==> config.mk <==
export PLATFORM = sky130hd
export DESIGN_NAME = paged_linear_allocator_top_flat
export DESIGN_NICKNAME = d
export VERILOG_FILES = /design/src/sv/pla_pkg.sv /design/src/sv/pla_ifs.sv /design/src/sv/pla_apb_regs.sv /design/src/sv/pla_alloc_core.sv /design/src/sv/paged_linear_allocator_top.sv /design/src/flat_wrapper.sv
export SDC_FILE = /design/constraint.sdc
export NUM_CORES = 1
export LEC_CHECK = 0
export CAP_MARGIN = 20
export CORE_MARGIN = 10
export CORE_UTILIZATION = 25
export CTS_BUF_LIST = sky130_fd_sc_hd__clkbuf_16
export DETAILED_ROUTE_END_ITERATION = 16
export DONT_BUFFER_PORTS = 1
export RECOVER_POWER = 50
export SLEW_MARGIN = 20
export SYNTH_ARGS = -nofsm -noshare
export SYNTH_HDL_FRONTEND = slang
export SYNTH_SLANG_ARGS = --single-unit
==> constraint.sdc <==
create_clock -name clk -period 15.05 [get_ports clk]
set_input_delay 2.2575 -clock clk [delete_from_list [all_inputs] [get_ports clk]]
set_output_delay 2.2575 -clock clk [all_outputs]
set_load 0.01 [all_outputs]
==> src/sv/pla_pkg.sv <==
// Shared types and constants of the paged linear allocator.
// Used by the interfaces, the register block, the allocation core and the top level.
`default_nettype none

package pla_pkg;

	// Default page pool depth
	localparam int unsigned MAX_PAGES_DEF = 16;

	// Field widths
	localparam int unsigned KIND_W   = 1;
	localparam int unsigned SIZE_W   = 24;
	localparam int unsigned ALIGN_W  = 5;
	localparam int unsigned STATUS_W = 2;
	localparam int unsigned PIDX_W   = 4;
	localparam int unsigned OFFS_W   = 25;

	// Arithmetic width of aligned values (align-up of a 31-bit mask)
	localparam int unsigned ARITH_W = 32;

	// Configuration port
	localparam int unsigned PADDR_W    = 3;
	localparam int unsigned PDATA_W    = 32;
	localparam int unsigned PAGE_SIZE_W = 25;
	localparam logic [PAGE_SIZE_W-1:0] PAGE_SIZE_RST = PAGE_SIZE_W'(2097152);

	// Register indexes (word address)
	localparam logic [0:0] REG_PAGE_SIZE = 1'b0;

	// Item kinds
	localparam logic [KIND_W-1:0] KIND_ALLOC = 1'b0;
	localparam logic [KIND_W-1:0] KIND_RESET = 1'b1;

	typedef enum logic [STATUS_W-1:0] {
		ST_OK        = 2'd0,
		ST_TOO_LARGE = 2'd1,
		ST_NO_FIT    = 2'd2,
		ST_EXHAUSTED = 2'd3
	} status_t;

	typedef struct packed {
		logic [KIND_W-1:0]  kind;
		logic [SIZE_W-1:0]  request_size;
		logic [ALIGN_W-1:0] alignment_log2;
	} req_t;

	typedef struct packed {
		status_t            status;
		logic [PIDX_W-1:0]  page_index;
		logic [OFFS_W-1:0]  byte_offset;
	} rsp_t;

	// Control from the pipeline to the allocation core
	typedef struct packed {
		logic fire;
		req_t item;
	} core_ctl_t;

endpackage

`default_nettype wire

==> src/sv/pla_ifs.sv <==
// Valid/ready channel interfaces for request and result transfers.
// Depends on pla_pkg for field widths.
`default_nettype none

interface pla_req_if;
	import pla_pkg::*;
	logic                valid;
	logic                ready;
	logic [KIND_W-1:0]   kind;
	logic [SIZE_W-1:0]   request_size;
	logic [ALIGN_W-1:0]  alignment_log2;

	modport source (output valid, kind, request_size, alignment_log2, input ready);
	modport sink   (input valid, kind, request_size, alignment_log2, output ready);
endinterface

interface pla_rsp_if;
	import pla_pkg::*;
	logic                valid;
	logic                ready;
	logic [STATUS_W-1:0] status;
	logic [PIDX_W-1:0]   page_index;
	logic [OFFS_W-1:0]   byte_offset;

	modport source (output valid, status, page_index, byte_offset, input ready);
	modport sink   (input valid, status, page_index, byte_offset, output ready);
endinterface

`default_nettype wire

==> src/sv/pla_apb_regs.sv <==
// APB-style configuration register block holding page_size.
// Depends on pla_pkg.
`default_nettype none

module pla_apb_regs (
	input  wire logic                          clk,
	input  wire logic                          arst_n,
	input  wire logic                          psel,
	input  wire logic                          penable,
	input  wire logic                          pwrite,
	input  wire logic [pla_pkg::PADDR_W-1:0]    paddr,
	input  wire logic [pla_pkg::PDATA_W-1:0]    pwdata,
	output logic      [pla_pkg::PDATA_W-1:0]    prdata,
	output logic                               pready,
	output logic      [pla_pkg::PAGE_SIZE_W-1:0] page_size
);
	import pla_pkg::*;

	logic [PAGE_SIZE_W-1:0] page_size_q;
	logic                   wr_en;
	logic                   sel_page_size;

	// Decode by word address, byte lanes ignored
	assign sel_page_size = (paddr[2] == REG_PAGE_SIZE);
	assign wr_en         = psel && penable && pwrite && sel_page_size;
	assign pready        = 1'b1;

	// Hold the page size register
	always_ff @(posedge clk or negedge arst_n) begin
		if (!arst_n) begin
			page_size_q <= PAGE_SIZE_RST;
		end else if (wr_en) begin
			page_size_q <= pwdata[PAGE_SIZE_W-1:0];
		end
	end

	// Read back
	always_comb begin
		prdata = '0;
		if (sel_page_size) begin
			prdata = PDATA_W'(page_size_q);
		end
	end

	assign page_size = page_size_q;
endmodule

`default_nettype wire

==> src/sv/pla_alloc_core.sv <==
// Allocation core: page state registers and the single-pass align/fit decision.
// Depends on pla_pkg.
`default_nettype none

module pla_alloc_core #(
	parameter int unsigned MAX_PAGES = pla_pkg::MAX_PAGES_DEF
) (
	input  wire logic                           clk,
	input  wire logic                           arst_n,
	input  wire pla_pkg::core_ctl_t             ctl,
	input  wire logic [pla_pkg::PAGE_SIZE_W-1:0] page_size,
	output pla_pkg::rsp_t                       rsp
);
	import pla_pkg::*;

	localparam int unsigned PG_W = $clog2(MAX_PAGES + 1);
	localparam logic [PG_W-1:0] PG_MAX = PG_W'(MAX_PAGES);

	logic                has_cur_q;
	logic [PG_W-1:0]     cur_page_q;
	logic [PG_W-1:0]     next_page_q;
	logic [PG_W-1:0]     built_q;
	logic [OFFS_W-1:0]   fill_q;

	logic                has_cur_d;
	logic [PG_W-1:0]     cur_page_d;
	logic [PG_W-1:0]     next_page_d;
	logic [PG_W-1:0]     built_d;
	logic [OFFS_W-1:0]   fill_d;

	logic [ARITH_W-1:0]  mask;
	logic [ARITH_W-1:0]  asize;
	logic [ARITH_W-1:0]  aoff;
	logic [ARITH_W:0]    end_off;
	logic [ARITH_W-1:0]  new_fill;
	logic                too_large;
	logic                no_room;
	logic                reuse;
	logic                can_build;
	logic [PG_W-1:0]     pg;
	logic [ARITH_W-1:0]  pg_wide;

	// Align-up of size and fill offset
	assign mask      = (ARITH_W'(1) << ctl.item.alignment_log2) - ARITH_W'(1);
	assign asize     = (ARITH_W'(ctl.item.request_size) + mask) & ~mask;
	assign aoff      = (ARITH_W'(fill_q) + mask) & ~mask;
	assign end_off   = {1'b0, aoff} + {1'b0, asize};
	assign too_large = ({1'b0, ctl.item.request_size} > page_size);
	assign no_room   = (end_off > (ARITH_W + 1)'(page_size));
	assign reuse     = (next_page_q < built_q);
	assign can_build = (built_q < PG_MAX);
	assign pg        = reuse ? next_page_q : built_q;
	assign pg_wide   = ARITH_W'(pg);

	// Decide result and next state
	always_comb begin
		has_cur_d       = has_cur_q;
		cur_page_d      = cur_page_q;
		next_page_d     = next_page_q;
		built_d         = built_q;
		fill_d          = fill_q;
		new_fill        = '0;
		rsp.status      = ST_OK;
		rsp.page_index  = '0;
		rsp.byte_offset = '0;

		if (ctl.item.kind == KIND_RESET) begin
			has_cur_d   = 1'b0;
			next_page_d = '0;
			fill_d      = '0;
		end else if (too_large) begin
			rsp.status = ST_TOO_LARGE;
		end else if (!has_cur_q || no_room) begin
			if (!reuse && !can_build) begin
				rsp.status = ST_EXHAUSTED;
			end else begin
				if (!reuse) begin
					built_d = built_q + PG_W'(1);
				end
				next_page_d    = pg + PG_W'(1);
				cur_page_d     = pg;
				has_cur_d      = 1'b1;
				rsp.page_index = pg_wide[PIDX_W-1:0];
				if (asize > ARITH_W'(page_size)) begin
					rsp.status = ST_NO_FIT;
					fill_d     = '0;
				end else begin
					fill_d = asize[OFFS_W-1:0];
				end
			end
		end else begin
			new_fill        = end_off[ARITH_W-1:0];
			fill_d          = new_fill[OFFS_W-1:0];
			rsp.page_index  = PIDX_W'(ARITH_W'(cur_page_q));
			rsp.byte_offset = aoff[OFFS_W-1:0];
		end
	end

	// Advance page state on each transfer into the result stage
	always_ff @(posedge clk or negedge arst_n) begin
		if (!arst_n) begin
			has_cur_q   <= 1'b0;
			cur_page_q  <= '0;
			next_page_q <= '0;
			built_q     <= '0;
			fill_q      <= '0;
		end else if (ctl.fire) begin
			has_cur_q   <= has_cur_d;
			cur_page_q  <= cur_page_d;
			next_page_q <= next_page_d;
			built_q     <= built_d;
			fill_q      <= fill_d;
		end
	end
endmodule

`default_nettype wire

==> src/sv/paged_linear_allocator_top.sv <==
// Top level of the paged linear allocator: input register, allocation core, result register.
// Depends on pla_pkg, pla_ifs, pla_apb_regs and pla_alloc_core.
`default_nettype none

// Paged bump allocator. One request or frame-reset item is accepted per clock cycle as
// long as the result register is free or being drained: the item is captured in an input
// register, then the page state is updated and the answer is computed as the item moves
// on into a result register, where the answer sits until it is taken. The accept rate is
// set by the page state update, so back-to-back items see no bubbles as long as results
// are drained. Program page_size over the APB port only while no item is in flight; it
// resets to 2 MiB. MAX_PAGES sets the page pool depth (1 to 16).
module paged_linear_allocator_top #(
	parameter int unsigned MAX_PAGES = pla_pkg::MAX_PAGES_DEF
) (
	input  wire logic                        clk,
	input  wire logic                        arst_n,
	input  wire logic                        psel,
	input  wire logic                        penable,
	input  wire logic                        pwrite,
	input  wire logic [pla_pkg::PADDR_W-1:0]  paddr,
	input  wire logic [pla_pkg::PDATA_W-1:0]  pwdata,
	output logic      [pla_pkg::PDATA_W-1:0]  prdata,
	output logic                             pready,
	pla_req_if.sink                          req,
	pla_rsp_if.source                        rsp
);
	import pla_pkg::*;

	logic                   valid_s1;
	req_t                   item_s1;
	logic                   out_valid_q;
	rsp_t                   rsp_q;
	rsp_t                   rsp_d;
	logic                   adv;
	logic                   take;
	core_ctl_t              ctl;
	logic [PAGE_SIZE_W-1:0] page_size;

	pla_apb_regs u_regs (
		.clk       (clk),
		.arst_n    (arst_n),
		.psel      (psel),
		.penable   (penable),
		.pwrite    (pwrite),
		.paddr     (paddr),
		.pwdata    (pwdata),
		.prdata    (prdata),
		.pready    (pready),
		.page_size (page_size)
	);

	// Move input stage into result stage when the result slot is free or its result is being taken
	assign adv       = valid_s1 && (!out_valid_q || rsp.ready);
	assign req.ready = !valid_s1 || adv;
	assign take      = req.valid && req.ready;

	assign ctl.fire = adv;
	assign ctl.item = item_s1;

	pla_alloc_core #(
		.MAX_PAGES (MAX_PAGES)
	) u_core (
		.clk       (clk),
		.arst_n    (arst_n),
		.ctl       (ctl),
		.page_size (page_size),
		.rsp       (rsp_d)
	);

	// Input stage control
	always_ff @(posedge clk or negedge arst_n) begin
		if (!arst_n) begin
			valid_s1 <= 1'b0;
		end else if (req.ready) begin
			valid_s1 <= req.valid;
		end
	end

	// Input stage payload
	always_ff @(posedge clk) begin
		if (take) begin
			item_s1.kind           <= req.kind;
			item_s1.request_size   <= req.request_size;
			item_s1.alignment_log2 <= req.alignment_log2;
		end
	end

	// Result stage control
	always_ff @(posedge clk or negedge arst_n) begin
		if (!arst_n) begin
			out_valid_q <= 1'b0;
		end else if (adv) begin
			out_valid_q <= 1'b1;
		end else if (rsp.ready) begin
			out_valid_q <= 1'b0;
		end
	end

	// Result stage payload
	always_ff @(posedge clk) begin
		if (adv) begin
			rsp_q <= rsp_d;
		end
	end

	assign rsp.valid       = out_valid_q;
	assign rsp.status      = rsp_q.status;
	assign rsp.page_index  = rsp_q.page_index;
	assign rsp.byte_offset = rsp_q.byte_offset;
endmodule

`default_nettype wire

==> src/flat_wrapper.sv <==
// flat-port wrapper written by rule: the top's interface ports become plain ports
module paged_linear_allocator_top_flat import pla_pkg::*;
#(
	parameter int unsigned MAX_PAGES = pla_pkg::MAX_PAGES_DEF
)
  (clk, arst_n, psel, penable, pwrite, paddr, pwdata, prdata, pready, req_valid, req_kind, req_request_size, req_alignment_log2, req_ready, rsp_valid, rsp_status, rsp_page_index, rsp_byte_offset, rsp_ready);
  pla_req_if req_i ();
  pla_rsp_if rsp_i ();
  input  wire logic clk;
  input  wire logic arst_n;
  input  wire logic psel;
  input  wire logic penable;
  input  wire logic pwrite;
  input  wire logic [pla_pkg::PADDR_W-1:0] paddr;
  input  wire logic [pla_pkg::PDATA_W-1:0] pwdata;
  output logic      [pla_pkg::PDATA_W-1:0] prdata;
  output logic pready;
  input wire logic [$bits(req_i.valid)-1:0] req_valid;
  input wire logic [$bits(req_i.kind)-1:0] req_kind;
  input wire logic [$bits(req_i.request_size)-1:0] req_request_size;
  input wire logic [$bits(req_i.alignment_log2)-1:0] req_alignment_log2;
  output wire logic [$bits(req_i.ready)-1:0] req_ready;
  output wire logic [$bits(rsp_i.valid)-1:0] rsp_valid;
  output wire logic [$bits(rsp_i.status)-1:0] rsp_status;
  output wire logic [$bits(rsp_i.page_index)-1:0] rsp_page_index;
  output wire logic [$bits(rsp_i.byte_offset)-1:0] rsp_byte_offset;
  input wire logic [$bits(rsp_i.ready)-1:0] rsp_ready;
  assign req_i.valid = req_valid;
  assign req_i.kind = req_kind;
  assign req_i.request_size = req_request_size;
  assign req_i.alignment_log2 = req_alignment_log2;
  assign req_ready = req_i.ready;
  assign rsp_valid = rsp_i.valid;
  assign rsp_status = rsp_i.status;
  assign rsp_page_index = rsp_i.page_index;
  assign rsp_byte_offset = rsp_i.byte_offset;
  assign rsp_i.ready = rsp_ready;
  paged_linear_allocator_top #(.MAX_PAGES(MAX_PAGES)) u_core (.clk(clk), .arst_n(arst_n), .psel(psel), .penable(penable), .pwrite(pwrite), .paddr(paddr), .pwdata(pwdata), .prdata(prdata), .pready(pready), .req(req_i), .rsp(rsp_i));
endmodule
==> results.toml, run 1 <==
[route]
route.met2.wl_mm = 18.1
ant_nets = 0
drt-initial-drc-count = 966
dr_wl_met3_mm = 3.85
wirelength_mm = 43.8
met1_length_mm = 21.0
top_layer = "met5"
detailroute.via_count = 11300
drc_markers = 0
route.detailed.wl_per_inst_microns = 20.7
routed_via_density = 5.36
dr.pass1.iters = 5

[timing]
min_period_over_period_pct = 81.2
setup_tns_ns = 0
grt_setup_unrepaired = "false"
report.final.hold_viol_count = 0
timing.fmax_mhz = 81.8
finalWorstPathRequiredPeriod_ns = 12.22
tightestPinTransition_ns = 2.63
slew_headroom_pct = -75.3
timing.clock.skew_ns = 0.0177
setup_viol = 0
final_slew_violations = 31
timing.hold.ws_ns = 0.485

[floorplanning]
fp.dieArea_sq_um = 60000
top_level_ports = 138
die_width_microns = 245
floorplan.initialDensity_pct = 25.3
fp-row-count = 82
core_region_area_sq_um = 50100
floorplan.die.height_microns = 245

[setup_path]
crit_arrival_ns = 12.56
worst_path_most_repeated_cell = "sky130_fd_sc_hd__nor2_1"
worstSetupEndpointType = "flop"
worst-r2r-setup-slack_ns = 2.83
cp.required_ns = 15.39
startpoint_type = "flop"
critical_path.max_stage_delay_ns = 0.92
crit_reg_reg_startpoint = "u_core.ctl[1]$_DFFE_PP_"
worstSetupStartpoint = "u_core.ctl[1]$_DFFE_PP_"
critical_path.slowest_cell = "sky130_fd_sc_hd__o21ai_0"
number_of_cells_on_the_worst_reg_to_reg_path = 41
critPathKind = "flop to flop"
cp-endpoint = "u_core.u_core.built_q[1]$_DFFE_PN0P_"
crit_fanout = 31
critical_path.reg2reg.endpoint = "u_core.u_core.built_q[1]$_DFFE_PN0P_"

[clock_network]
cts_buffers = 17
cts_repair_resize_count = 0
clkLatencyLatePin_ns = 0.46
cts_max_path_buffers = 2
tritoncts = "built"
clock_tree.htree_level_count = 4
clk_pin_slew_worst_paths_ns = 0.07
holdBufCountCts = 0
clock_sinks = 128
clock-root-buffer = "sky130_fd_sc_hd__clkbuf_16"
cts.repair_timing.setup_buffer_count = 0

[global_routing]
antenna_violations_before_repair = 3
global_route_wire_length_before_repair_mm = 67.0
globalRoute.totalOverflow = 0
grt_pass1_vias = 11100
grt_util_all_layers_pct = 14.5
maximum_number_of_pins_on_one_net_before_global_route_repair = 68

[placed_design]
hpwl_mm = 35.0
routabilityCongestion = 0.902
placedCellCount = 2084
placement.io_buffers = 0

[synth]
avgSynthCellArea_sq_um = 8.73
synth_area_in_compound_gates_pct = 21.3
netlist_area_sq_um = 12600
main_combinational_cell_family_by_area_after_synthesis = "simple AND/OR/NAND/NOR gates"
synth.yosys.warnings = 0
synth_unique_cells = 88
synth_edf_count = 61
async_set_or_reset_register_ratio_after_synthesis_pct = 52.3
synth_fa_ha_area_share_pct = 16.3
yosys.area_share.xor_xnor_pct = 5.01
post_synth_and_or_nand_nor_area_fraction_pct = 21.9
postSynthRegisterBits = 128
synth_sequential_area_ratio_pct = 27.8
synth_mux_area_share_pct = 3.52
synth_largest_type_area_fraction_pct = 15.5
yosysTopAreaCell = "sky130_fd_sc_hd__ha_1"
postSynth.topFlopCell = "sky130_fd_sc_hd__dfrtp_1"
synth_top_cells_by_area = "sky130_fd_sc_hd__ha_1 16%, sky130_fd_sc_hd__edfxtp_1 14%, sky130_fd_sc_hd__dfrtp_1 13%"
post_synth_inst_count = 1449

[pwr]
power.total_w = 0.00217
pwr_density_cell_nw_per_um2 = 155
p_leak_nw = 6.20
power.ir.vdd_worst_mv = 0.0955

[outcome]
status = "finished, violations left"
failed_checks = "capacitance limit, slew limit"

[hold_path]
hold_path.class = "flop to flop"
beginning_of_the_worst_hold_path = "u_core.u_core.built_q[4]$_DFFE_PN0P_"

[final_layout]
finalNonFillerCells = 2118
finalNetCount = 1663
layout_cells_sized_above_1_pct = 6.86
syn2layout_area_growth_pct = 10.3
final_design_utilization_pct = 27.8

[flow_run]
maxCapViolCount = 1
cell families after synthesis:
family | count (synthesis)
AND/OR/NAND/NOR | 531
AO/OA/AOI/OAI | 385
adder cells (fa/ha/maj) | 164
buffers and inverters | 129
flip-flops | 128
XOR/XNOR | 69
multiplexers | 41
other | 2
critical path, delay by kind of cell (launching register included):
kind | cells | cell delay [ns]
flops | 1 | 0.62
compound gates | 17 | 4.83
xor+xnor | 2 | 0.58
buf+inv | 2 | 0.59
mux | 1 | 0.33
simple gates | 15 | 3.44
fa+ha+maj | 4 | 1.69
per-layer routing:
layer  track usage [%]  up-vias
met1              20.3     5439
met4              3.87        2
li1                  -     5375
met2              20.8      484
met3              4.55       47
met5                 0        -
synth_stat cells (6+ instances only):
| cell type | n |
|---|---|
| sky130_fd_sc_hd__o21ai_1 | 9 |
| sky130_fd_sc_hd__nor2b_1 | 21 |
| sky130_fd_sc_hd__edfxtp_1 | 61 |
| sky130_fd_sc_hd__nor3b_1 | 20 |
| sky130_fd_sc_hd__clkbuf_1 | 34 |
| sky130_fd_sc_hd__nor4_1 | 8 |
| sky130_fd_sc_hd__o211ai_1 | 16 |
| sky130_fd_sc_hd__a31oi_1 | 12 |
| sky130_fd_sc_hd__o21a_1 | 27 |
| sky130_fd_sc_hd__nand4_1 | 25 |
| sky130_fd_sc_hd__or4_1 | 7 |
| sky130_fd_sc_hd__o31ai_1 | 7 |
| sky130_fd_sc_hd__a211o_1 | 22 |
| sky130_fd_sc_hd__and3_1 | 29 |
| sky130_fd_sc_hd__nand2b_1 | 21 |
| sky130_fd_sc_hd__a21oi_1 | 92 |
| sky130_fd_sc_hd__or2_2 | 9 |
| sky130_fd_sc_hd__ha_1 | 157 |
| sky130_fd_sc_hd__buf_4 | 8 |
| sky130_fd_sc_hd__dfrtp_1 | 66 |
| sky130_fd_sc_hd__o21ai_0 | 55 |
| sky130_fd_sc_hd__mux2_2 | 25 |
| sky130_fd_sc_hd__xnor2_1 | 40 |
| sky130_fd_sc_hd__nor2_1 | 136 |
| sky130_fd_sc_hd__mux2i_1 | 13 |
| sky130_fd_sc_hd__xor2_1 | 27 |
| sky130_fd_sc_hd__buf_2 | 9 |
| sky130_fd_sc_hd__nor3_1 | 53 |
| sky130_fd_sc_hd__and2_1 | 17 |
| sky130_fd_sc_hd__a211oi_1 | 14 |
| sky130_fd_sc_hd__a21o_1 | 49 |
| sky130_fd_sc_hd__and4_1 | 19 |
| sky130_fd_sc_hd__o2111ai_1 | 6 |
| sky130_fd_sc_hd__nand3_1 | 42 |
| sky130_fd_sc_hd__nand2_1 | 95 |
| sky130_fd_sc_hd__or3_1 | 17 |
| sky130_fd_sc_hd__inv_1 | 78 |
cells in the final DEF, fill, tap and decap left out, types with 19 or more instances in the layout:
master                       n
sky130_fd_sc_hd__nand4_1    25
sky130_fd_sc_hd__ha_1      157
sky130_fd_sc_hd__nand3_1    42
sky130_fd_sc_hd__nand2b_1   21
sky130_fd_sc_hd__a21oi_1    92
sky130_fd_sc_hd__and4_1     19
sky130_fd_sc_hd__nor2_1    136
sky130_fd_sc_hd__and3_1     29
sky130_fd_sc_hd__nor3b_1    20
sky130_fd_sc_hd__xor2_1     27
sky130_fd_sc_hd__o21ai_0    55
sky130_fd_sc_hd__xnor2_1    39
sky130_fd_sc_hd__o21a_1     27
sky130_fd_sc_hd__edfxtp_1   61
sky130_fd_sc_hd__mux2_2     25
sky130_fd_sc_hd__inv_1      78
sky130_fd_sc_hd__nor2b_1    21
sky130_fd_sc_hd__a21o_1     49
sky130_fd_sc_hd__a211o_1    22
sky130_fd_sc_hd__dfrtp_1    66
sky130_fd_sc_hd__nand2_1    95
sky130_fd_sc_hd__nor3_1     52
power breakdown:
| part | internal [W] | switching (W) | leakage, nW | total, W |
|---|---|---|---|---|
| combinational | 0.000449 | 0.000781 | 4.47 | 0.00123 |
| clock | 0.000259 | 0.000174 | 0.282 | 0.000433 |
| sequential | 0.000443 | 0.0000620 | 1.45 | 0.000505 |
| total | 0.00115 | 0.00102 | 6.20 | 0.00217 |
worst min path at each step:
stage                                             endpoint  slack (ns)  cells past startpoint
global route        u_core.u_regs.page_size[1]$_DFFE_PN0P_        0.51                      1
global placement              u_core.rsp.valid$_DFFE_PN0P_        0.47                      1
finish                u_core.u_core.built_q[4]$_DFFE_PN0P_        0.49                      1
floorplan             u_core.u_core.built_q[4]$_DFFE_PN0P_        0.45                      1
CTS                   u_core.u_core.built_q[4]$_DFFE_PN0P_        0.49                      1
detailed placement    u_core.u_core.built_q[4]$_DFFE_PN0P_        0.48                      1
layout make-up:
type	instances	area, sq um
sequential	128	3510
fill	5440	36100
multi-input combinational	1198	8650
antenna	2	5.00
tap	672	841
timing repair buffer	8	56.3
inverter	78	293
clock buffer	17	425
clock inverter	15	168
metrics by stage:
stage | cell area (sq um) | setup WS, ns
2_1_floorplan | 12700 | 6.40
3_3_place_gp | 13300 | 3.21
3_5_place_dp | 13300 | 3.22
4_1_cts | 13900 | 3.15
5_1_grt | 13900 | 2.08
6_report | 13900 | 2.83
registers in the layout, summed over array words and instances, names as in the netlist:
name                       count
u_core.ctl                    30
u_core.rsp.byte_offset        25
u_core.u_core.fill_q          25
u_core.u_regs.page_size       25
u_core.u_core.built_q          5
u_core.u_core.next_page_q      5
u_core.rsp.page_index          4
u_core.u_core.cur_page_q       4
u_core.rsp.status              2
u_core.rsp.valid               1
u_core.u_core.has_cur_q        1
u_core.valid_s1                1
Note: power is estimated with default switching activity, not from simulation.
==> inputs of run 2 (changes only) <==
clock period = 10.1 ns   (was 15.05 ns; I/O delays follow)
==> run 2 against run 1 <==
Compared with the run above: the run still ends with capacitance limit, slew limit left; core utilization is 2.4 points higher; cell count up 7.0%; clock skew is essentially flat; via count grew 4.9%; sequential cell count is the same; non-clock buffer count increased by 151; worst hold slack improved by 0.0045 ns; clock power up 46%; critical path type unchanged; critical endpoint is now u_core.rsp.byte_offset[14]$_SDFFCE_PP0P_; largest power group unchanged.
==> results.toml, run 2 (synthesis gave the netlist of run 1 again) <==
[outcome]
status = "finished, violations left"
failed_checks = "capacitance limit, slew limit"

[setup_path]
critical_path.slowest_cell = "sky130_fd_sc_hd__or4_1"
critical_path.reg2reg.endpoint = "u_core.rsp.byte_offset[14]$_SDFFCE_PP0P_"
critical_path_buf_inv_count = 10
worst_path_most_repeated_cell = "sky130_fd_sc_hd__buf_4"
crit_reg_reg_startpoint = "u_core.ctl[0]$_DFFE_PP_"
worst-r2r-setup-slack_ns = 0.69
startpoint_type = "flop"
crit_fanout = 13
crit_arrival_ns = 9.75
number_of_cells_on_the_worst_reg_to_reg_path = 47
cp.required_ns = 10.43
critPathKind = "flop to flop"
cp_top_family = "compound AO/OA/AOI/OAI gates"
critical_path.max_stage_delay_ns = 0.52
worstSetupEndpointType = "flop"
worstSetupStartpoint = "u_core.ctl[0]$_DFFE_PP_"

[pwr]
pwr_density_cell_nw_per_um2 = 232
comb_power_share_pct = 60.7
clock_power_share_pct = 18.0
power.ir.vdd_worst_mv = 0.122
pwr-share-seq_pct = 21.3
p_leak_nw = 6.98
p_sw_share_pct = 44.8
net-switching-power_w = 0.00157
internal_power_w = 0.00194

[timing]
timing.fmax_mhz = 106
report.final.hold_viol_count = 0
setup_tns_ns = 0
final_slew_violations = 63
timing.clock.skew_ns = 0.0179
tightestPinTransition_ns = 1.70
min_period_over_period_pct = 93.2
finalWorstPathRequiredPeriod_ns = 9.41
setup_viol = 0
grt_setup_unrepaired = "false"
slew_headroom_pct = -13.6

[final_layout]
layout_common_cells = "157 x sky130_fd_sc_hd__ha_1, 153 x sky130_fd_sc_hd__buf_4, 136 x sky130_fd_sc_hd__nor2_1, 95 x sky130_fd_sc_hd__nand2_1, 92 x sky130_fd_sc_hd__a21oi_1"
multiInputGateArea_sq_um = 8660
layout_cells_sized_above_1_pct = 15.8
seqCellArea_sq_um = 3510
final_design_utilization_pct = 30.3
finalNonFillerCells = 2267
layout.cells.most_common = "sky130_fd_sc_hd__ha_1"
finalNetCount = 1814
filler_cell_count = 5381
syn2layout_area_growth_pct = 19.8
num_antenna_cells = 0
largest_reg_flops = 30

[route]
dr.pass1.iters = 5
routed_via_density = 5.25
ant_nets = 0
wirelength_mm = 45.2
route.detailed.wl_per_inst_microns = 20.0
detailroute.via_count = 11900
drc_markers = 0
drt-initial-drc-count = 993

[floorplanning]
fp.dieArea_sq_um = 60000
fp-row-count = 82
floorplan.initialDensity_pct = 25.3
floorplan.die.height_microns = 245
top_level_ports = 138
die_width_microns = 245
core_region_area_sq_um = 50100

[placed_design]
hpwl_mm = 37.0
routabilityCongestion = 0.901
placedCellCount = 2235
placement.io_buffers = 0

[global_routing]
global_route_wire_length_before_repair_mm = 69.5
antenna_violations_before_repair = 1
maximum_number_of_pins_on_one_net_before_global_route_repair = 68
globalRoute.totalOverflow = 0
grt_util_all_layers_pct = 14.9
grt_pass1_vias = 11700

[hold_path]
min_path_cells = 1
hold_path.class = "flop to flop"
min_to = "u_core.rsp.valid$_DFFE_PN0P_"
beginning_of_the_worst_hold_path = "u_core.valid_s1$_DFFE_PN0N_"

[flow_run]
maxCapViolCount = 2

[clock_network]
cts.repair_timing.setup_buffer_count = 0
cts_buffers = 17
holdBufCountCts = 0
clkLatencyLatePin_ns = 0.46
clock_sinks = 128
clock_tree.htree_level_count = 4
cts_repair_resize_count = 0
clk_pin_slew_worst_paths_ns = 0.06
tritoncts = "built"
cts_max_path_buffers = 2
clock-root-buffer = "sky130_fd_sc_hd__clkbuf_16"
run 2: cell types whose count changed in the layout (fill, tap and decap cells not counted), moves of 2 or more:
| cell | change |
|---|---|
| sky130_fd_sc_hd__clkinvlp_4 | -3 |
| sky130_fd_sc_hd__inv_4 | +2 |
| sky130_fd_sc_hd__buf_4 | +146 |
| sky130_fd_sc_hd__inv_6 | -2 |
| sky130_fd_sc_hd__diode_2 | -2 |
| sky130_fd_sc_hd__inv_1 | +2 |
| sky130_fd_sc_hd__clkinv_4 | +2 |
| sky130_fd_sc_hd__clkinv_1 | -2 |
| sky130_fd_sc_hd__buf_12 | +5 |
run 2: power groups by stage:
stage | Clock (W) | Sequential, W | Combinational, W
after floorplan | 0 | 0.000723 | 0.00134
after global placement | 0 | 0.000755 | 0.00205
after detailed placement | 0 | 0.000758 | 0.00209
after CTS | 0.000652 | 0.000749 | 0.00210
after global routing | 0.000674 | 0.000763 | 0.00234
final | 0.000634 | 0.000748 | 0.00214
run 2: layout make-up:
type / instances / share of cell area, %
Clock buffer: 18 / 2.97
Sequential cell: 128 / 23.2
Tap cell: 672 / 5.55
Inverter: 78 / 1.93
Timing Repair Buffer: 159 / 8.27
Multi-Input combinational cell: 1198 / 57.2
Clock inverter: 14 / 0.925
run 2: how the worst max path moves through the flow:
| stage | endpoint | slack (ns) | depth (start not counted) |
|---|---|---|---|
| floorplan | u_core.u_core.fill_q[12]$_DFFE_PN0P_ | 1.45 | 45 |
| global placement | u_core.rsp.byte_offset[14]$_SDFFCE_PP0P_ | 0.44 | 45 |
| detailed placement | u_core.rsp.byte_offset[14]$_SDFFCE_PP0P_ | 0.43 | 47 |
| global route | u_core.rsp.byte_offset[14]$_SDFFCE_PP0P_ | 0.11 | 47 |
| CTS | u_core.rsp.byte_offset[14]$_SDFFCE_PP0P_ | 0.34 | 47 |
| finish | u_core.rsp.byte_offset[14]$_SDFFCE_PP0P_ | 0.69 | 47 |
run 2: through the flow:
step | power, W | hold WS, ns | area, sq um | setup slack [ns]
after floorplan | 0.00206 | 0.452 | 12700 | 1.45
after global placement | 0.00281 | 0.468 | 14500 | 0.439
after detailed placement | 0.00284 | 0.477 | 14500 | 0.430
after CTS | 0.00350 | 0.492 | 15100 | 0.343
after global routing | 0.00378 | 0.512 | 15100 | 0.113
final | 0.00352 | 0.490 | 15100 | 0.688
run 2: per-layer routing:
metal | global-route usage (%) | vias up | share of wire, %
met5 | 0 | - | 0.029
met4 | 3.34 | 2 | 1.4
met1 | 21.0 | 5746 | 49
met2 | 22.4 | 427 | 42
met3 | 3.83 | 41 | 7.4
li1 | - | 5682 | -
